### src/hw/rtl/fclt_pkg.sv
// shared types and constants for the framed command led timer controller
// no dependencies

package fclt_pkg;

    localparam int REG_W     = 24;
    localparam int IN_DATA_W = 8;
    localparam int OUT_DATA_W = 16;

    localparam logic [REG_W-1:0] TPS_RESET = 24'd3751200;
    localparam logic [REG_W-1:0] TST_RESET = 24'd62520;

    localparam logic [0:0] REG_TPS = 1'b0;
    localparam logic [0:0] REG_TST = 1'b1;

    localparam logic [7:0] CH_LT = 8'h3C;
    localparam logic [7:0] CH_GT = 8'h3E;
    localparam logic [7:0] CH_A  = 8'h61;
    localparam logic [7:0] CH_B  = 8'h62;
    localparam logic [7:0] CH_C  = 8'h63;
    localparam logic [7:0] CH_D  = 8'h64;
    localparam logic [7:0] CH_E  = 8'h65;
    localparam logic [7:0] CH_F  = 8'h66;
    localparam logic [7:0] CH_G  = 8'h67;
    localparam logic [7:0] CH_0  = 8'h30;
    localparam logic [7:0] CH_1  = 8'h31;
    localparam logic [7:0] CH_9  = 8'h39;

    localparam logic [1:0] BEAT_OPEN   = 2'd0;
    localparam logic [1:0] BEAT_LETTER = 2'd1;
    localparam logic [1:0] BEAT_LEVEL  = 2'd2;
    localparam logic [1:0] BEAT_CLOSE  = 2'd3;

    typedef struct packed {
        logic       load;
        logic       step;
        logic       reply;
        logic [1:0] beat;
    } t_cmd;

    typedef struct packed {
        logic div_start;
        logic reply;
        logic div_done;
    } t_status;

endpackage

### src/hw/rtl/fclt_div.sv
// restoring divider, one quotient bit per cycle
// depends on fclt_pkg

module fclt_div #(
    parameter int COUNT_WIDTH = 24
) (
    input  logic                       i_clk,
    input  logic                       i_rst_n,
    input  logic                       i_start,
    input  logic [fclt_pkg::REG_W-1:0] i_dividend,
    input  logic [COUNT_WIDTH-1:0]     i_divisor,
    output logic [fclt_pkg::REG_W-1:0] o_quotient,
    output logic                       o_done
);
    import fclt_pkg::*;

    localparam int CNT_W = $clog2(REG_W);

    logic                   r_busy, n_busy;
    logic                   r_done, n_done;
    logic [CNT_W-1:0]       r_cnt, n_cnt;
    logic [REG_W-1:0]       r_q, n_q;
    logic [COUNT_WIDTH-1:0] r_rem, n_rem;
    logic [COUNT_WIDTH-1:0] r_dvs, n_dvs;
    logic [COUNT_WIDTH:0]   trial;
    logic [COUNT_WIDTH-1:0] diff;

    assign trial = {r_rem, r_q[REG_W-1]};
    assign diff  = trial[COUNT_WIDTH-1:0] - r_dvs;

    always_comb begin
        n_busy = r_busy;
        n_done = 1'b0;
        n_cnt  = r_cnt;
        n_q    = r_q;
        n_rem  = r_rem;
        n_dvs  = r_dvs;
        if (i_start) begin
            n_busy = 1'b1;
            n_cnt  = '0;
            n_q    = i_dividend;
            n_rem  = '0;
            n_dvs  = i_divisor;
        end else if (r_busy) begin
            if (trial >= {1'b0, r_dvs}) begin
                n_rem = diff;
                n_q   = {r_q[REG_W-2:0], 1'b1};
            end else begin
                n_rem = trial[COUNT_WIDTH-1:0];
                n_q   = {r_q[REG_W-2:0], 1'b0};
            end
            n_cnt = r_cnt + 1'b1;
            if (r_cnt == CNT_W'(REG_W - 1)) begin
                n_busy = 1'b0;
                n_done = 1'b1;
            end
        end
    end

    always_ff @(posedge i_clk) begin
        if (!i_rst_n) begin
            r_busy <= 1'b0;
            r_done <= 1'b0;
            r_cnt  <= '0;
        end else begin
            r_busy <= n_busy;
            r_done <= n_done;
            r_cnt  <= n_cnt;
        end
        r_q   <= n_q;
        r_rem <= n_rem;
        r_dvs <= n_dvs;
    end

    assign o_quotient = r_q;
    assign o_done     = r_done;

endmodule

### src/hw/rtl/fclt_dp.sv
// datapath: frame parser, led state, blink and one-shot counters, reply byte
// depends on fclt_pkg and fclt_div

module fclt_dp #(
    parameter int MAX_FRAME_CHARS = 8,
    parameter int COUNT_WIDTH     = 24
) (
    input  logic                            i_clk,
    input  logic                            i_rst_n,
    input  fclt_pkg::t_cmd                  i_cmd,
    output fclt_pkg::t_status               o_status,
    input  logic                            i_cfg_we,
    input  logic [0:0]                      i_cfg_addr,
    input  logic [fclt_pkg::REG_W-1:0]      i_cfg_data,
    input  logic                            i_action,
    input  logic [fclt_pkg::IN_DATA_W-1:0]  i_rx_byte,
    output logic [fclt_pkg::OUT_DATA_W-1:0] o_tdata
);
    import fclt_pkg::*;

    localparam int FC_W = $clog2(MAX_FRAME_CHARS + 1);
    localparam int WW   = (COUNT_WIDTH > REG_W) ? COUNT_WIDTH : REG_W;
    localparam logic [COUNT_WIDTH-1:0] CNT_MAX = {COUNT_WIDTH{1'b1}};

    logic                   r_action;
    logic [7:0]             r_ch;
    logic [REG_W-1:0]       r_tps, r_tst;

    logic                   r_in_frame, n_in_frame;
    logic [FC_W-1:0]        r_fcount, n_fcount;
    logic [7:0]             r_letter, n_letter;
    logic [COUNT_WIDTH-1:0] r_acc, n_acc;
    logic                   r_green, n_green;
    logic                   r_yellow, n_yellow;
    logic                   r_red, n_red;
    logic                   r_blink_en, n_blink_en;
    logic [REG_W-1:0]       r_blink_thr, n_blink_thr;
    logic [COUNT_WIDTH-1:0] r_blink_ticks, n_blink_ticks;
    logic                   r_os_en, n_os_en;
    logic [COUNT_WIDTH-1:0] r_os_dur, n_os_dur;
    logic [COUNT_WIDTH-1:0] r_os_steps, n_os_steps;
    logic [COUNT_WIDTH-1:0] r_os_ticks, n_os_ticks;

    logic                   frame_end;
    logic [COUNT_WIDTH-1:0] blink_inc, os_inc, steps_inc;
    logic [3:0]             digit;
    logic [COUNT_WIDTH+3:0] acc_next;
    logic [COUNT_WIDTH-1:0] divisor;
    logic [REG_W-1:0]       quotient;
    logic                   div_done;
    logic [7:0]             tx_byte;

    assign frame_end = !r_action && r_in_frame && (r_ch == CH_GT) && (r_fcount != '0);
    assign o_status.div_start = frame_end && (r_letter == CH_F);
    assign o_status.reply     = frame_end && (r_letter == CH_E);
    assign o_status.div_done  = div_done;

    assign divisor = (r_acc == '0) ? COUNT_WIDTH'(1) : r_acc;

    fclt_div #(
        .COUNT_WIDTH(COUNT_WIDTH)
    ) u_div (
        .i_clk      (i_clk),
        .i_rst_n    (i_rst_n),
        .i_start    (i_cmd.step && o_status.div_start),
        .i_dividend (r_tps),
        .i_divisor  (divisor),
        .o_quotient (quotient),
        .o_done     (div_done)
    );

    assign blink_inc = (r_blink_ticks == CNT_MAX) ? r_blink_ticks : r_blink_ticks + 1'b1;
    assign os_inc    = (r_os_ticks == CNT_MAX) ? r_os_ticks : r_os_ticks + 1'b1;
    assign steps_inc = (r_os_steps == CNT_MAX) ? r_os_steps : r_os_steps + 1'b1;
    assign digit     = (r_ch >= CH_0 && r_ch <= CH_9) ? 4'(r_ch - CH_0) : 4'd0;
    assign acc_next  = ({4'd0, r_acc} << 3) + ({4'd0, r_acc} << 1)
                     + (COUNT_WIDTH+4)'(digit);

    always_comb begin
        n_in_frame    = r_in_frame;
        n_fcount      = r_fcount;
        n_letter      = r_letter;
        n_acc         = r_acc;
        n_green       = r_green;
        n_yellow      = r_yellow;
        n_red         = r_red;
        n_blink_en    = r_blink_en;
        n_blink_thr   = r_blink_thr;
        n_blink_ticks = r_blink_ticks;
        n_os_en       = r_os_en;
        n_os_dur      = r_os_dur;
        n_os_steps    = r_os_steps;
        n_os_ticks    = r_os_ticks;
        if (div_done) begin
            n_blink_thr = quotient;
        end
        if (i_cmd.step) begin
            if (r_action) begin
                n_blink_ticks = blink_inc;
                n_os_ticks    = os_inc;
                if (r_blink_en && (WW'(blink_inc) >= WW'(r_blink_thr))) begin
                    n_red         = !r_red;
                    n_blink_ticks = '0;
                end
                if (r_os_en && (WW'(os_inc) >= WW'(r_tst))) begin
                    n_os_steps = steps_inc;
                    if (steps_inc >= r_os_dur) begin
                        n_yellow = !r_yellow;
                        n_os_en  = 1'b0;
                    end
                    n_os_ticks = '0;
                end
            end else if (!r_in_frame) begin
                if (r_ch == CH_LT) begin
                    n_in_frame = 1'b1;
                    n_fcount   = '0;
                    n_letter   = '0;
                    n_acc      = '0;
                end
            end else if (r_ch == CH_GT) begin
                n_in_frame = 1'b0;
                if (r_fcount != '0) begin
                    unique case (r_letter)
                        CH_A: n_green = 1'b1;
                        CH_B: n_green = 1'b0;
                        CH_C: begin
                            n_os_en    = 1'b1;
                            n_os_dur   = r_acc;
                            n_os_steps = '0;
                            n_os_ticks = '0;
                            n_yellow   = 1'b1;
                        end
                        CH_D: begin
                            n_os_en  = 1'b0;
                            n_yellow = 1'b0;
                        end
                        CH_F: begin
                            n_blink_en    = 1'b1;
                            n_red         = 1'b1;
                            n_blink_ticks = '0;
                        end
                        CH_G: begin
                            n_blink_en = 1'b0;
                            n_red      = 1'b0;
                        end
                        default: ;
                    endcase
                end
            end else if (r_fcount < FC_W'(MAX_FRAME_CHARS)) begin
                if (r_fcount == '0) begin
                    n_letter = r_ch;
                end else begin
                    n_acc = (acc_next[COUNT_WIDTH+3:COUNT_WIDTH] != '0)
                          ? CNT_MAX : acc_next[COUNT_WIDTH-1:0];
                end
                n_fcount = r_fcount + 1'b1;
            end
        end
    end

    always_ff @(posedge i_clk) begin
        if (!i_rst_n) begin
            r_tps         <= TPS_RESET;
            r_tst         <= TST_RESET;
            r_in_frame    <= 1'b0;
            r_fcount      <= '0;
            r_letter      <= '0;
            r_acc         <= '0;
            r_green       <= 1'b0;
            r_yellow      <= 1'b0;
            r_red         <= 1'b0;
            r_blink_en    <= 1'b0;
            r_blink_thr   <= TPS_RESET;
            r_blink_ticks <= '0;
            r_os_en       <= 1'b0;
            r_os_dur      <= COUNT_WIDTH'(1);
            r_os_steps    <= '0;
            r_os_ticks    <= '0;
        end else begin
            if (i_cfg_we) begin
                unique case (i_cfg_addr)
                    REG_TPS: r_tps <= i_cfg_data;
                    REG_TST: r_tst <= i_cfg_data;
                    default: ;
                endcase
            end
            r_in_frame    <= n_in_frame;
            r_fcount      <= n_fcount;
            r_letter      <= n_letter;
            r_acc         <= n_acc;
            r_green       <= n_green;
            r_yellow      <= n_yellow;
            r_red         <= n_red;
            r_blink_en    <= n_blink_en;
            r_blink_thr   <= n_blink_thr;
            r_blink_ticks <= n_blink_ticks;
            r_os_en       <= n_os_en;
            r_os_dur      <= n_os_dur;
            r_os_steps    <= n_os_steps;
            r_os_ticks    <= n_os_ticks;
        end
        if (i_cmd.load) begin
            r_action <= i_action;
            r_ch     <= i_rx_byte;
        end
    end

    always_comb begin
        tx_byte = '0;
        if (i_cmd.reply) begin
            unique case (i_cmd.beat)
                BEAT_OPEN:   tx_byte = CH_LT;
                BEAT_LETTER: tx_byte = CH_E;
                BEAT_LEVEL:  tx_byte = r_yellow ? CH_1 : CH_0;
                BEAT_CLOSE:  tx_byte = CH_GT;
                default:     tx_byte = '0;
            endcase
        end
    end

    assign o_tdata = {4'd0, r_red, r_yellow, r_green, tx_byte, i_cmd.reply};

endmodule

### src/hw/rtl/fclt_ctrl.sv
// controller state machine: accept, step, divider wait, result beats
// depends on fclt_pkg

module fclt_ctrl (
    input  logic              i_clk,
    input  logic              i_rst_n,
    input  logic              i_s_axis_tvalid,
    output logic              o_s_axis_tready,
    output logic              o_m_axis_tvalid,
    input  logic              i_m_axis_tready,
    output logic              o_m_axis_tlast,
    output fclt_pkg::t_cmd    o_cmd,
    input  fclt_pkg::t_status i_status
);
    import fclt_pkg::*;

    localparam logic [1:0] S_IDLE = 2'd0;
    localparam logic [1:0] S_STEP = 2'd1;
    localparam logic [1:0] S_DIV  = 2'd2;
    localparam logic [1:0] S_OUT  = 2'd3;

    logic [1:0] r_state, n_state;
    logic       r_reply, n_reply;
    logic [1:0] r_beat, n_beat;
    logic       last_beat;

    assign last_beat = !r_reply || (r_beat == BEAT_CLOSE);

    always_comb begin
        n_state = r_state;
        n_reply = r_reply;
        n_beat  = r_beat;
        unique case (r_state)
            S_IDLE: begin
                if (i_s_axis_tvalid) begin
                    n_state = S_STEP;
                end
            end
            S_STEP: begin
                n_reply = i_status.reply;
                n_beat  = BEAT_OPEN;
                n_state = i_status.div_start ? S_DIV : S_OUT;
            end
            S_DIV: begin
                if (i_status.div_done) begin
                    n_state = S_OUT;
                end
            end
            S_OUT: begin
                if (i_m_axis_tready) begin
                    if (last_beat) begin
                        n_state = S_IDLE;
                    end else begin
                        n_beat = r_beat + 1'b1;
                    end
                end
            end
            default: n_state = S_IDLE;
        endcase
    end

    always_ff @(posedge i_clk) begin
        if (!i_rst_n) begin
            r_state <= S_IDLE;
            r_reply <= 1'b0;
            r_beat  <= BEAT_OPEN;
        end else begin
            r_state <= n_state;
            r_reply <= n_reply;
            r_beat  <= n_beat;
        end
    end

    assign o_s_axis_tready = (r_state == S_IDLE);
    assign o_m_axis_tvalid = (r_state == S_OUT);
    assign o_m_axis_tlast  = last_beat;
    assign o_cmd.load      = (r_state == S_IDLE) && i_s_axis_tvalid;
    assign o_cmd.step      = (r_state == S_STEP);
    assign o_cmd.reply     = r_reply;
    assign o_cmd.beat      = r_beat;

endmodule

### src/hw/rtl/framed_command_led_timer_controller.sv
// framed command led timer controller, top level
// an input beat is registered on accept, applied in the step state and then sent as its first
// result beat; when an f frame ends, the output waits for the 24-iteration restoring divider
// that computes the blink period; the input is not ready again until the last result beat is taken
// reset: synchronous active-low i_rst_n clears the control and led state and loads the register defaults
// depends on fclt_pkg, fclt_ctrl, fclt_dp, fclt_div

module framed_command_led_timer_controller #(
    parameter int MAX_FRAME_CHARS = 8,
    parameter int COUNT_WIDTH     = 24
) (
    input  logic                            i_clk,
    input  logic                            i_rst_n,
    input  logic                            i_s_axis_tvalid,
    output logic                            o_s_axis_tready,
    // [7:0] rx_byte
    input  logic [fclt_pkg::IN_DATA_W-1:0]  i_s_axis_tdata,
    // [0] action
    input  logic                            i_s_axis_tuser,
    output logic                            o_m_axis_tvalid,
    input  logic                            i_m_axis_tready,
    // [0] tx_valid, [8:1] tx_byte, [9] green led, [10] yellow led, [11] red led
    output logic [fclt_pkg::OUT_DATA_W-1:0] o_m_axis_tdata,
    output logic                            o_m_axis_tlast,
    input  logic                            i_cfg_we,
    input  logic [0:0]                      i_cfg_addr,
    input  logic [fclt_pkg::REG_W-1:0]      i_cfg_data
);
    import fclt_pkg::*;

    t_cmd    cmd;
    t_status status;

    fclt_ctrl u_ctrl (
        .i_clk           (i_clk),
        .i_rst_n         (i_rst_n),
        .i_s_axis_tvalid (i_s_axis_tvalid),
        .o_s_axis_tready (o_s_axis_tready),
        .o_m_axis_tvalid (o_m_axis_tvalid),
        .i_m_axis_tready (i_m_axis_tready),
        .o_m_axis_tlast  (o_m_axis_tlast),
        .o_cmd           (cmd),
        .i_status        (status)
    );

    fclt_dp #(
        .MAX_FRAME_CHARS (MAX_FRAME_CHARS),
        .COUNT_WIDTH     (COUNT_WIDTH)
    ) u_dp (
        .i_clk      (i_clk),
        .i_rst_n    (i_rst_n),
        .i_cmd      (cmd),
        .o_status   (status),
        .i_cfg_we   (i_cfg_we),
        .i_cfg_addr (i_cfg_addr),
        .i_cfg_data (i_cfg_data),
        .i_action   (i_s_axis_tuser),
        .i_rx_byte  (i_s_axis_tdata),
        .o_tdata    (o_m_axis_tdata)
    );

endmodule

### config.mk
export PLATFORM = sky130hd
export DESIGN_NAME = framed_command_led_timer_controller
export DESIGN_NICKNAME = d
export VERILOG_FILES = /design/src/hw/rtl/fclt_pkg.sv /design/src/hw/rtl/fclt_div.sv /design/src/hw/rtl/fclt_dp.sv /design/src/hw/rtl/fclt_ctrl.sv /design/src/hw/rtl/framed_command_led_timer_controller.sv
export SDC_FILE = /design/constraint.sdc
export NUM_CORES = 1
export LEC_CHECK = 0
export BUFFER_PORTS_ARGS = -buffer_cell sky130_fd_sc_hd__buf_2
export CAP_MARGIN = 20
export CORE_ASPECT_RATIO = 0.75
export CORE_UTILIZATION = 60
export CTS_CLUSTER_SIZE = 10
export DETAILED_ROUTE_END_ITERATION = 8
export GPL_TIMING_DRIVEN = 0
export MAX_ROUTING_LAYER = met4
export PLACE_DENSITY = 0.74
export SLEW_MARGIN = 20
export SYNTH_ARGS = -nofsm -noshare
export SYNTH_HDL_FRONTEND = slang
export SYNTH_HIERARCHICAL = 1
export SYNTH_SLANG_ARGS = --single-unit
### constraint.sdc
create_clock -name i_clk -period 5.3 [get_ports i_clk]
set_clock_uncertainty 0.05 [all_clocks]
set_input_delay 0.265 -clock i_clk [delete_from_list [all_inputs] [get_ports i_clk]]
set_output_delay 0.265 -clock i_clk [all_outputs]
set_load 0.005 [all_outputs]
-- After elaboration in Yosys (flattened, before gate mapping)
Index checks and enable logic that the tools add are counted.
Widths: inputs -> output; s select.
- input port bits: 39
- register bits after elaboration: 303
- output and inout port bits: 19
- word-level logic and storage cells: 203
- mux-type cells: 73
- magnitude comparators: 7
- add/subtract/negate cells: 10
- bitwise gates (word level): 4
- eq/ne operators: 31
- reduce and logical (&&, ||, !) cells: 51
- operators with widths (cell ; number):
    $mux 24 ; 26
    $add 24x1->24 const B ; 3
    $eq 24x24->1 const B ; 3
    $ge 24x24->1 ; 3
    $eq 8x7->1 const B ; 7
    $mux 8 ; 6
    $reduce_and 6->1 ; 7
    $pmux 8 s4 ; 1
    $add 27x25->28 ; 1
    $add 28x4->28 ; 1
    $ge 25x24->1 ; 1
    $logic_not 24->1 ; 1
    $mux 1 ; 24
    $sub 24x24->24 ; 1
    $mux 4 ; 5
    $reduce_bool 2->1 ; 10
    $ne 2x2->1 const B ; 9
    $eq 8x6->1 const B ; 2
    $reduce_and 5->1 ; 3
    $mux 2 ; 6
    $logic_and 1x1->1 ; 10
    $eq 2x2->1 const B ; 4
    $ge 8x6->1 const B ; 1
    $le 8x6->1 const B ; 1
    24 further kinds ; 40

-- Logic depth before layout (Yosys ltp)
Gate-level depths: netlist (run 1).
- word-level depth: 10
- mapped depth: 20
- gate-level depth less buffers: 17

-- By module
Netlist (run 1), hierarchy kept.
- by module, submodules not included (module ; area an instance (sq um) ; cells an instance ; instances):
    fclt_dp ; 13156.4 ; 1562 ; 1
    fclt_div ; 4469.3 ; 416 ; 1
    fclt_ctrl ; 340.3 ; 39 ; 1

-- Worst setup path before layout (run 1)
OpenSTA, ideal clock, no wires.
- path kind: flip-flop to flip-flop
- start point: register u_dp.r_os_ticks[0]
- end point: register u_dp.r_os_ticks[15]
- buffers on the path: 3
- setup slack: 1.196 ns
- stages on the path, launching flop included: 20
- data required time: 5.176 ns
- clock period less this slack: 4.104 ns
- arrival time: 3.979 ns
- library setup time: 0.074 ns
- cell sequence: dfxtp_1 -> ha_1 -> nand2_1 -> or2_2 -> a2111oi_2 -> and2_1 -> nand4_1 -> xnor2_1 -> ha_1 -> nand2_1 -> o21ai_0 -> a211oi_1 -> o32a_1 -> and4_1 -> clkbuf_1 -> and2_1 -> clkbuf_1 -> clkbuf_1 -> a31oi_1 -> a31oi_1
- longest elaborated chain between the ends: 6
- elaborated cells on any way between the ends: 7
- ends and longest elaborated chain (element ; line ; RTL):
    start: declaration ; fclt_dp.sv:42 ; logic [COUNT_WIDTH-1:0] r_os_ticks, n_os_ticks;
    start signal: assignment ; fclt_dp.sv:200 ; r_os_ticks <= n_os_ticks;
    $add 24x1->24 or $eq 24x24->1 (tied branches) ; fclt_dp.sv:73 ; assign os_inc = (r_os_ticks == CNT_MAX) ? r_os_ticks : r_os_ticks + 1'b1;
    $mux 24 * ; fclt_dp.sv:73 ;
    $ge 24x24->1 ; fclt_dp.sv:105 ; if (r_os_en && (WW'(os_inc) >= WW'(r_tst))) begin
    $logic_and 1x1->1 ; fclt_dp.sv:105 ;
    $mux 24 * ; fclt_dp.sv:105 ;
    $mux 24 * ; fclt_dp.sv:98 ; if (r_action) begin
Every way passes the cells marked *; elsewhere a longest branch is shown, timed or not.
A chain may end at the register's enable or synchronous reset.

-- Worst setup path in the final report (run 1)
Ends and elaborated chain as after synthesis.

==> results of run 1 <==
[worst max-delay path: stages (launching register included)]
cell and delay [ns]:
dfxtp_1 0.42, ha_1 0.25, nand2_1 0.08, or2_2 0.34
a2111oi_4 0.47, and2_1 0.26, nand4_1 0.21, xnor2_1 0.24
ha_1 0.26, nand2_1 0.08, o21ai_0 0.11, a211oi_1 0.35
o32a_1 0.43, and4_2 0.46, and2_1 0.36, clkbuf_2 0.33
a31oi_1 0.14, a31oi_1 0.14
[state kept, by name, indices dropped and copies added, names as in the netlist, 2 cells and up]
signal,flops
u_dp/r_os_dur,24
u_dp/u_div/r_cnt,5
u_dp/r_fcount,4
u_ctrl/r_state,2
u_dp/u_div/o_quotient,24
u_dp/r_os_ticks,24
u_dp/r_tps,24
u_dp/r_blink_ticks,24
u_dp/r_ch,8
u_dp/u_div/r_rem,24
u_ctrl/r_beat,2
u_dp/r_os_steps,24
u_dp/r_acc,24
u_dp/r_blink_thr,24
u_dp/r_tst,24
u_dp/r_letter,8
u_dp/u_div/r_dvs,24
[power groups by stage]
stage / logic (mW) / clock network, mW / registers (mW)
after global routing: 0.883 / 2.35 / 2.50
final: 0.808 / 2.23 / 2.49
after floorplan: 0.574 / 0 / 2.52
after detailed placement: 0.766 / 0 / 2.54
after CTS: 0.791 / 2.26 / 2.49
after global placement: 0.746 / 0 / 2.54
[per-stage QoR]
stage | hold slack [ns] | util | TNS (ns) | worst slack (ns) | cells
final | 0.104 | 0.689 | 0 | 0.236 | 2553
after global routing | 0.113 | 0.689 | 0 | 0.0527 | 2553
after CTS | 0.0815 | 0.688 | 0 | 0.101 | 2554
after detailed placement | 0.395 | 0.641 | -6.35 | -0.667 | 2466
after global placement | 0.390 | 0.640 | -4.72 | -0.584 | 2465
after floorplan | 0.314 | - | 0 | 1.20 | 2021
[timing repair]
item,in CTS,in global routing
endpoints found under the hold margin,57,0
resized for setup,5,3
endpoints found under the setup margin,38,20
pin swaps,0,0
hold buffers,33,0
[synth_stat cells, drive strengths merged, types with 29 or more instances]
cell      n  area, um^2
nand4    34         213
nand2   200         751
xor2     49         429
a211oi   29         233
a31oi    34         234
xnor2    58         508
nor2    154         578
inv     126         473
o21ai    61         324
edfxtp   57        1710
mux2i    66         661
ha      160        2000
a21oi   122         622
clkbuf   91         342
dfxtp   246        4920
buf      32         216
nand3    70         350
a21o     42         320
[per-layer routing]
metal  track usage  part of all wire
met5             -                 0
met3        0.0528             0.083
met2         0.441              0.41
met4        0.0815             0.020
met1         0.459              0.48
[path summary, 6_finish.rpt]
path                                         from                                to  slack [ns]  cells after the start
setup / recovery  u_dp/r_os_ticks[0]$_SDFFE_PN0P_  u_dp/r_os_ticks[15]$_SDFFE_PN0P_        0.24                     17
hold reg to reg        u_dp/r_tst[1]$_SDFFE_PN0P_        u_dp/r_tst[1]$_SDFFE_PN0P_        0.41                      2
setup reg to reg  u_dp/r_os_ticks[0]$_SDFFE_PN0P_  u_dp/r_os_ticks[15]$_SDFFE_PN0P_        0.24                     17
hold / removal                            i_rst_n       u_ctrl/r_reply$_SDFFE_PN0P_        0.10                      2
[kinds of logic after synthesis]
| family | share of synthesized area |
|---|---|
| other cells | 0.000209 |
| simple gates | 0.176 |
| compound gates | 0.176 |
| flops | 0.369 |
| fa+ha+maj | 0.115 |
| mux | 0.0539 |
| buf+inv | 0.0576 |
| xor+xnor | 0.0522 |
[cell type report]
cell class	instances	area, um^2
antenna	1	2.50
buffer	121	552
clock buffer	51	967
clock inverter	4	50.0
fill	2318	9110
inverter	127	477
multi-input combinational	1468	10400
sequential	303	6640
tap	392	490
timing repair buffer	86	611
[layout by cell type (no fill, tap or decap), drive strengths merged, types with 23 or more instances in the layout]
cell | Yosys | final
a21oi | 122 | 122
ha | 160 | 160
buf | 32 | 85
o211ai | 27 | 27
o21ai | 61 | 61
nor2 | 154 | 154
nand4 | 34 | 34
a221o | 23 | 23
nand2 | 200 | 200
xnor2 | 58 | 58
dlygate4sd3 | 0 | 33
and3 | 27 | 27
xor2 | 49 | 49
nand3 | 70 | 70
clkbuf | 91 | 140
dfxtp | 246 | 246
nor3 | 27 | 27
nor2b | 23 | 23
a211oi | 29 | 29
edfxtp | 57 | 57
a31oi | 34 | 34
inv | 126 | 128
mux2 | 27 | 27
mux2i | 66 | 66
a21o | 42 | 42
==> run metrics, run 1 <==
pin count of the biggest net entering global routing=28; Residual DRC=0; final setup fails=0; Mapped Cells=2017; Final Hold Vio Count=0; die width=slightly above 200 um; Cell Area, Placed=between 0.015 and 0.02 mm^2; clock power share=0.403; Max-slew headroom=0.310; DIE HEIGHT=152 um; CTS Root Cell=clkbuf_16; period utilisation layout=0.956; die area=around 0.03 mm^2; Worst setup SP type=flip-flop; wire per inst=about 18 um; post-DP HPWL=approximately 34000 um; postcts setup bufs=0; fin. max-slew vios=0; dominant synthesized flop cell=dfxtp_1; outcome=completed; Int Pwr=roughly 4.0 mW; EDFF count, synth=57; critical path peak fanout=10; clk buf depth=3; vias in the first global route=14500; unrepaired setup endpoints after global routing=no; clock sink count=303; grt total ovfl=0; f_max=between 0.15 and 0.2 GHz; Min-Delay Path Class=input port to flip-flop; max cap viols=0; Pwr per Cell Area=275 mW/mm^2; CTS tree=yes; sequential area share after synthesis=0.369; post-synth cell types=94; TritonCTS buffer count=36; critical path type=flip-flop to flip-flop; io pins=58; # H-tree levels=2; Worst-Margin Slew=1.03 ns; Setup crit end kind=flip-flop; GRT Util Overall=0.313; Yosys warning total=6; # rows=54; P&R area growth vs syn=12.1%; final WL=roughly 47000 um; Nets=2345; Reg power frac=0.451; Initial DRT Pass Iterations=6; I/O Buffers=52; share of layout cells above drive strength 1=0.0972; post-route ant nets=0; post-synthesis register bit count=303; Avg Inst Size Synth=about 8.9 um^2; CP Data Required Time=5.72 ns; core area=0.0293 mm^2; post-layout instance area=0.0201 mm^2; clock transition at the registers of the reported paths=0.06 ns; total power=5.54 mW; latest clock arrival within the worst-skew pair=roughly 0.55 ns; fin crit period=5.06 ns; Initial Util=0.614; first-pass GRT wire length=between 70000 and 80000 um; sw power=around 1.5 mW; Vias=15400; post-synthesis async set-or-reset flop share=0; Sw Share=0.274; GPL Wtd Cong=0.911; Lkg Pwr=8.45 nW; drt initial violations=1408; initial antenna violation count=1; CP Data Arrival Time=5.48 ns; worst IR drop on VDD=0.322 mV; synthesized area=0.0180 mm^2; drt via density=6.05; Logic pwr share=0.146
No activity file was read; power rests on OpenSTA's default activity.
==> run 2: changes to the inputs <==
GPL_TIMING_DRIVEN = default   (was 0)
==> run 2 against run 1 <==
  * Power down 0.42%
  * Die area unchanged
  * Non-clock buffer count down 108
  * Register-to-register slack better by 0.34 ns
  * Setup slack better by 0.34 ns
  * Sequential power about the same
  * Fmax up 7.3%
  * Largest cell class unchanged
  * Largest power group unchanged
==> run metrics, run 2 (synthesis results as in run 1) <==
commonest non-fill, non-tap cells in the layout=245 x dfxtp_1, 200 x nand2_1, 160 x ha_1, 153 x nor2_1, 126 x inv_1 (was 246 x dfxtp_1, 200 x nand2_1, 160 x ha_1, 153 x nor2_1, 126 x inv_1); Worst-Margin Slew=1.11 ns (was 1.03 ns); Worst Path Buf+Inv=1 (unchanged); Vias=14800 (was 15400); Max-slew headroom=0.263 (was 0.310); vias in the first global route=14000 (was 14500); DIE HEIGHT=152 um (unchanged); post-route ant nets=0 (unchanged); final WL=43200 um (was 46900 um); Cell Area, Placed=0.0183 mm^2 (was 0.0188 mm^2); reg2reg end=u_dp/r_os_ticks[19]$_SDFFE_PN0P_ (was u_dp/r_os_ticks[15]$_SDFFE_PN0P_); cells on worst reg2reg path=16 (was 17); wire per inst=17.6 um (was 18.4 um); CTS Root Cell=clkbuf_16 (unchanged); Worst setup SP type=flip-flop (unchanged); TritonCTS buffer count=36 (unchanged); clock sink count=303 (unchanged); Nets=2237 (was 2345); latest clock arrival within the worst-skew pair=0.53 ns (was 0.55 ns); GPL Wtd Cong=0.892 (was 0.911); period utilisation layout=0.891 (was 0.956); CTS tree=yes (unchanged); # rows=54 (unchanged); final setup fails=0 (unchanged); drt via density=6.03 (was 6.05); post-layout instance area=0.0197 mm^2 (was 0.0201 mm^2); GRT Util Overall=0.287 (was 0.313); Pwr per Cell Area=280 mW/mm^2 (was 275 mW/mm^2); postcts setup bufs=0 (unchanged); unrepaired setup endpoints after global routing=no (unchanged); critical path peak fanout=16 (was 10); register area=0.00664 mm^2 (about the same); Hold EP=u_ctrl/r_state[0]$_SDFFE_PN0P_ (was u_ctrl/r_reply$_SDFFE_PN0P_); reg2reg setup slack=0.58 ns (was 0.24 ns); die width=202 um (unchanged); critical path type=flip-flop to flip-flop (unchanged); worst reg2reg startpoint=u_dp/r_os_ticks[16]$_SDFFE_PN0P_ (was u_dp/r_os_ticks[0]$_SDFFE_PN0P_); setup TNS=0 ns (unchanged); diode count=0 (was 1); f_max=0.212 GHz (was 0.197 GHz); Fillers=2375 (was 2318); P&R area growth vs syn=9.51% (was 12.1%); clk buf depth=3 (unchanged); pin count of the biggest net entering global routing=65 (was 28); min-delay src=i_m_axis_tready (was i_rst_n); outcome=completed (unchanged); Initial DRT Pass Iterations=5 (was 6); max incr delay on CP=0.59 ns (was 0.47 ns); CP max-delay cell=a31oi_1 (was a2111oi_4); first-pass GRT wire length=70500 um (was 75700 um); CP Data Arrival Time=5.12 ns (was 5.48 ns); clock transition at the registers of the reported paths=0.06 ns (about the same); fin. max-slew vios=0 (unchanged); Final Instance Count excl. Fillers=2447 (was 2553); area of the multi-input gates=0.0103 mm^2 (was 0.0104 mm^2); drt initial violations=1205 (was 1408); commonest non-fill, non-tap cell in the layout=dfxtp_1 (unchanged); # H-tree levels=2 (unchanged); core area=0.0293 mm^2 (unchanged); Lkg Pwr=8.27 nW (was 8.45 nW); fin crit period=4.72 ns (was 5.06 ns); post-DP HPWL=30400 um (was 34200 um); share of layout cells above drive strength 1=0.0954 (was 0.0972); Initial Util=0.614 (unchanged); crit-path cells=and3_1 > and4_1 > a31oi_1 > and2_0 > nand3_1 > xnor2_1 > ha_1 > a21oi_1 > o21ai_0 > a211oi_1 > o32a_1 > and4_1 > buf_4 > and2_1 > a21boi_0 > o21ai_0 (was ha_1 > nand2_1 > or2_2 > a2111oi_4 > and2_1 > nand4_1 > xnor2_1 > ha_1 > nand2_1 > o21ai_0 > a211oi_1 > o32a_1 > and4_2 > and2_1 > clkbuf_2 > a31oi_1 > a31oi_1); Final Hold Vio Count=0 (unchanged); Min-Delay Path Class=input port to flip-flop (unchanged); Placed Cells=2355 (was 2466); io pins=58 (unchanged); max cap viols=0 (unchanged); die area=0.0306 mm^2 (unchanged); worst IR drop on VDD=0.213 mV (was 0.322 mV); CP delay by family, top=simple AND/OR/NAND/NOR gates (unchanged); Residual DRC=0 (unchanged); I/O Buffers=52 (unchanged); grt total ovfl=0 (unchanged); hold depth=4 (was 2); initial antenna violation count=0 (was 1); CP Data Required Time=5.70 ns (was 5.72 ns); Setup crit end kind=flip-flop (unchanged)
## run 2: changes by cell type in the layout (fill, tap and decap cells not counted), sizes merged
cell | before | now
dlygate4sd3 | 33 | 34
clkbuf | 140 | 56
inv | 128 | 129
buf | 85 | 65
clkinv | 3 | 0
diode | 1 | 0
## run 2: worst register-to-register path, cell delays in order, from the launching register on
cell and delay, ns:
dfxtp_1 0.36, and3_1 0.20, and4_1 0.26, a31oi_1 0.59
and2_0 0.36, nand3_1 0.13, xnor2_1 0.33, ha_1 0.32
a21oi_1 0.14, o21ai_0 0.12, a211oi_1 0.20, o32a_1 0.25
and4_1 0.21, buf_4 0.23, and2_1 0.54, a21boi_0 0.17
o21ai_0 0.18
## run 2: area by class of cell
type                       count  share of cell area
clock inverter                 2            0.000890
tap                          392              0.0249
inverter                     127              0.0242
multi-input combinational   1468               0.525
sequential                   303               0.337
clock buffer                  56              0.0523
timing repair buffer          99              0.0355
## run 2: power by group
group          switching (mW)  internal [mW]
Clock                   0.927           1.33
Sequential             0.0750           2.43
Combinational           0.455          0.306
## run 2: worst max path at each step
stage | start | end | slack, ns | cells past startpoint
floorplan | u_dp/r_os_ticks[0]$_SDFFE_PN0P_ | u_dp/r_os_ticks[15]$_SDFFE_PN0P_ | 1.20 | 19
global placement | u_dp/r_os_ticks[16]$_SDFFE_PN0P_ | u_dp/r_os_ticks[15]$_SDFFE_PN0P_ | 0.88 | 16
detailed placement | u_dp/r_os_ticks[16]$_SDFFE_PN0P_ | u_dp/r_os_ticks[19]$_SDFFE_PN0P_ | 0.74 | 16
CTS | u_dp/r_os_ticks[16]$_SDFFE_PN0P_ | u_dp/r_os_ticks[19]$_SDFFE_PN0P_ | 0.70 | 16
global route | u_dp/r_os_ticks[16]$_SDFFE_PN0P_ | u_dp/r_os_ticks[15]$_SDFFE_PN0P_ | 0.26 | 16
finish | u_dp/r_os_ticks[16]$_SDFFE_PN0P_ | u_dp/r_os_ticks[19]$_SDFFE_PN0P_ | 0.58 | 16
## run 2: routing by layer
layer / GRT usage / wire length, um
met5: - / 0
met4: 0.0642 / 647
met3: 0.0528 / 3000
met2: 0.407 / 18000
met1: 0.422 / 21600
## run 2: stage by stage
step / worst slack, ns / utilization / power, mW / hold WS, ns
after global routing: 0.261 / 0.672 / 5.74 / 0.180
after global placement: 0.876 / 0.625 / 3.25 / 0.391
after floorplan: 1.20 / - / 3.09 / 0.314
final: 0.580 / 0.672 / 5.51 / 0.154
after CTS: 0.697 / 0.672 / 5.54 / 0.121
after detailed placement: 0.744 / 0.625 / 3.27 / 0.393
## run 2: repair_timing
| action | 4_1_cts | 5_1_grt |
|---|---|---|
| hold buffers | 34 | 0 |
| gates resized for setup | 0 | 0 |
| hold endpoints to repair | 56 | 0 |
| setup endpoints to repair | 0 | 0 |
==> run 3: changes to the inputs <==
CTS_BUF_LIST = sky130_fd_sc_hd__clkbuf_16   (was default)
==> run 3 against run 2 <==
  * Sequential power is essentially flat
  * Die area is the same
  * Worst hold slack lost 0.012 ns
  * Setup slack gained 0.036 ns
  * Global-route usage is essentially flat
  * Sequential cell count is the same
  * Fmax grew 0.76%
  * Combinational power is essentially flat
  * Utilization is essentially flat
  * Cell count is the same
  * Routed wire length shrank 0.17%
  * Register-to-register slack gained 0.04 ns
==> run metrics, run 3 (synthesis results as in run 1) <==
period utilisation layout=0.884 (was 0.891); Worst Path Buf+Inv=1 (unchanged); Max-slew headroom=0.263 (about the same); f_max=0.213 GHz (was 0.212 GHz); outcome=completed (unchanged); commonest non-fill, non-tap cells in the layout=245 x dfxtp_1, 200 x nand2_1, 160 x ha_1, 153 x nor2_1, 143 x inv_1 (was 245 x dfxtp_1, 200 x nand2_1, 160 x ha_1, 153 x nor2_1, 126 x inv_1); fin. max-slew vios=0 (unchanged); grt total ovfl=0 (unchanged); Worst-Margin Slew=1.11 ns (about the same); CP Data Required Time=5.70 ns (about the same); CTS tree=yes (unchanged); max cap viols=0 (unchanged); drt via density=6.05 (was 6.03); first-pass GRT wire length=70500 um (about the same); P&R area growth vs syn=9.45% (was 9.51%); vias in the first global route=14000 (about the same); Worst setup SP type=flip-flop (unchanged); clk buf depth=3 (unchanged); DIE HEIGHT=152 um (unchanged); Setup crit end kind=flip-flop (unchanged); Fillers=2374 (was 2375); Final Hold Vio Count=0 (unchanged); # H-tree levels=2 (unchanged); GRT Util Overall=0.287 (about the same); # rows=54 (unchanged); critical path type=flip-flop to flip-flop (unchanged); diode count=0 (unchanged); Nets=2237 (unchanged); Initial DRT Pass Iterations=6 (was 5); pin count of the biggest net entering global routing=65 (unchanged); worst IR drop on VDD=0.206 mV (was 0.213 mV); crit-path cells=and3_1 > and4_1 > a31oi_1 > nand4_1 > nor2_1 > xor2_1 > ha_1 > a21o_1 > a21o_1 > a21oi_1 > o32a_1 > and4_1 > buf_4 > and2_1 > a21boi_0 > o21ai_0 (was and3_1 > and4_1 > a31oi_1 > and2_0 > nand3_1 > xnor2_1 > ha_1 > a21oi_1 > o21ai_0 > a211oi_1 > o32a_1 > and4_1 > buf_4 > and2_1 > a21boi_0 > o21ai_0); drt initial violations=1177 (was 1205); die area=0.0306 mm^2 (unchanged); setup TNS=0 ns (unchanged); final WL=43100 um (was 43200 um); die width=202 um (unchanged); final setup fails=0 (unchanged); Pwr per Cell Area=278 mW/mm^2 (was 280 mW/mm^2); GPL Wtd Cong=0.892 (unchanged); Residual DRC=0 (unchanged); share of layout cells above drive strength 1=0.0949 (was 0.0954); CP Data Arrival Time=5.09 ns (was 5.12 ns); TritonCTS buffer count=36 (unchanged); CTS Root Cell=clkbuf_16 (unchanged); CP delay by family, top=simple AND/OR/NAND/NOR gates (unchanged); Vias=14800 (about the same); post-route ant nets=0 (unchanged); core area=0.0293 mm^2 (unchanged); fin crit period=4.68 ns (was 4.72 ns); Min-Delay Path Class=input port to flip-flop (unchanged); postcts setup bufs=0 (unchanged); CP max-delay cell=a31oi_1 (unchanged); wire per inst=17.6 um (about the same); Lkg Pwr=8.34 nW (was 8.27 nW); I/O Buffers=52 (unchanged); latest clock arrival within the worst-skew pair=0.53 ns (about the same); total power=5.46 mW (was 5.51 mW); clock sink count=303 (unchanged); io pins=58 (unchanged); unrepaired setup endpoints after global routing=no (unchanged); critical path peak fanout=16 (unchanged); commonest non-fill, non-tap cell in the layout=dfxtp_1 (unchanged); Initial Util=0.614 (unchanged); max incr delay on CP=0.59 ns (about the same); initial antenna violation count=0 (unchanged); post-DP HPWL=30400 um (unchanged); clock transition at the registers of the reported paths=0.06 ns (about the same)
run 3: changes by cell type in the layout (fill, tap and decap cells not counted):
| cell | previous run | this run |
|---|---|---|
| clkbuf_1 | 17 | 0 |
| clkbuf_8 | 1 | 0 |
| clkinv_1 | 0 | 1 |
| inv_1 | 126 | 143 |
run 3: final timing paths:
kind / end / slack, ns / from / cells after the start
hold / removal: u_ctrl/r_state[0]$_SDFFE_PN0P_ / 0.14 / i_m_axis_tready / 4
setup reg to reg: u_dp/r_os_ticks[19]$_SDFFE_PN0P_ / 0.62 / u_dp/r_os_ticks[16]$_SDFFE_PN0P_ / 16
hold reg to reg: u_dp/r_tps[7]$_SDFFE_PN0P_ / 0.40 / u_dp/r_tps[7]$_SDFFE_PN0P_ / 2
setup / recovery: u_dp/r_os_ticks[19]$_SDFFE_PN0P_ / 0.62 / u_dp/r_os_ticks[16]$_SDFFE_PN0P_ / 16
run 3: area by class of cell:
| class | instances | area, um^2 | share of cell area |
|---|---|---|---|
| clock buffers | 38 | 951 | 0.0484 |
| flip-flops and latches | 303 | 6640 | 0.338 |
| multi-input cells | 1468 | 10300 | 0.525 |
| repair buffers | 99 | 698 | 0.0355 |
| well taps | 392 | 490 | 0.0249 |
| inverters | 127 | 477 | 0.0242 |
| clock inverters | 20 | 85.1 | 0.00433 |
run 3: power breakdown:
part	leakage [nW]	total, mW	internal (mW)	switching [mW]
combinational	5.21	0.760	0.306	0.454
clock	0.569	2.20	1.28	0.924
sequential	2.56	2.50	2.43	0.0746
run 3: tightest hold or removal path: cells and delay by family:
kind	cells	cell delay [ns]
AND/OR/NAND/NOR	1	0.05
AO/OA/AOI/OAI	1	0.11
buffers and inverters	1	0.11
multiplexers	1	0.14
run 3: per-layer routing:
metal	wire length (um)	up-vias	global-route usage
li1	-	7249	-
met1	21500	7072	0.421
met2	18100	428	0.407
met3	2950	57	0.0528
met4	638	0	0.0642
met5	0	-	-
run 3: stage by stage:
step           utilization  cell area (um^2)  instances  setup WS, ns  hold slack, ns
5_1_grt              0.672             19700       2447         0.261           0.180
4_1_cts              0.672             19700       2447         0.697           0.121
3_5_place_dp         0.625             18300       2355         0.744           0.393
6_report             0.672             19700       2447         0.616           0.143
2_1_floorplan            -             18000       2021          1.20           0.314
3_3_place_gp         0.625             18300       2355         0.876           0.391
run 3: repair_timing:
action,4_1_cts,5_1_grt
hold endpoints to repair,56,0
hold buffers,34,0
resized for setup,0,0
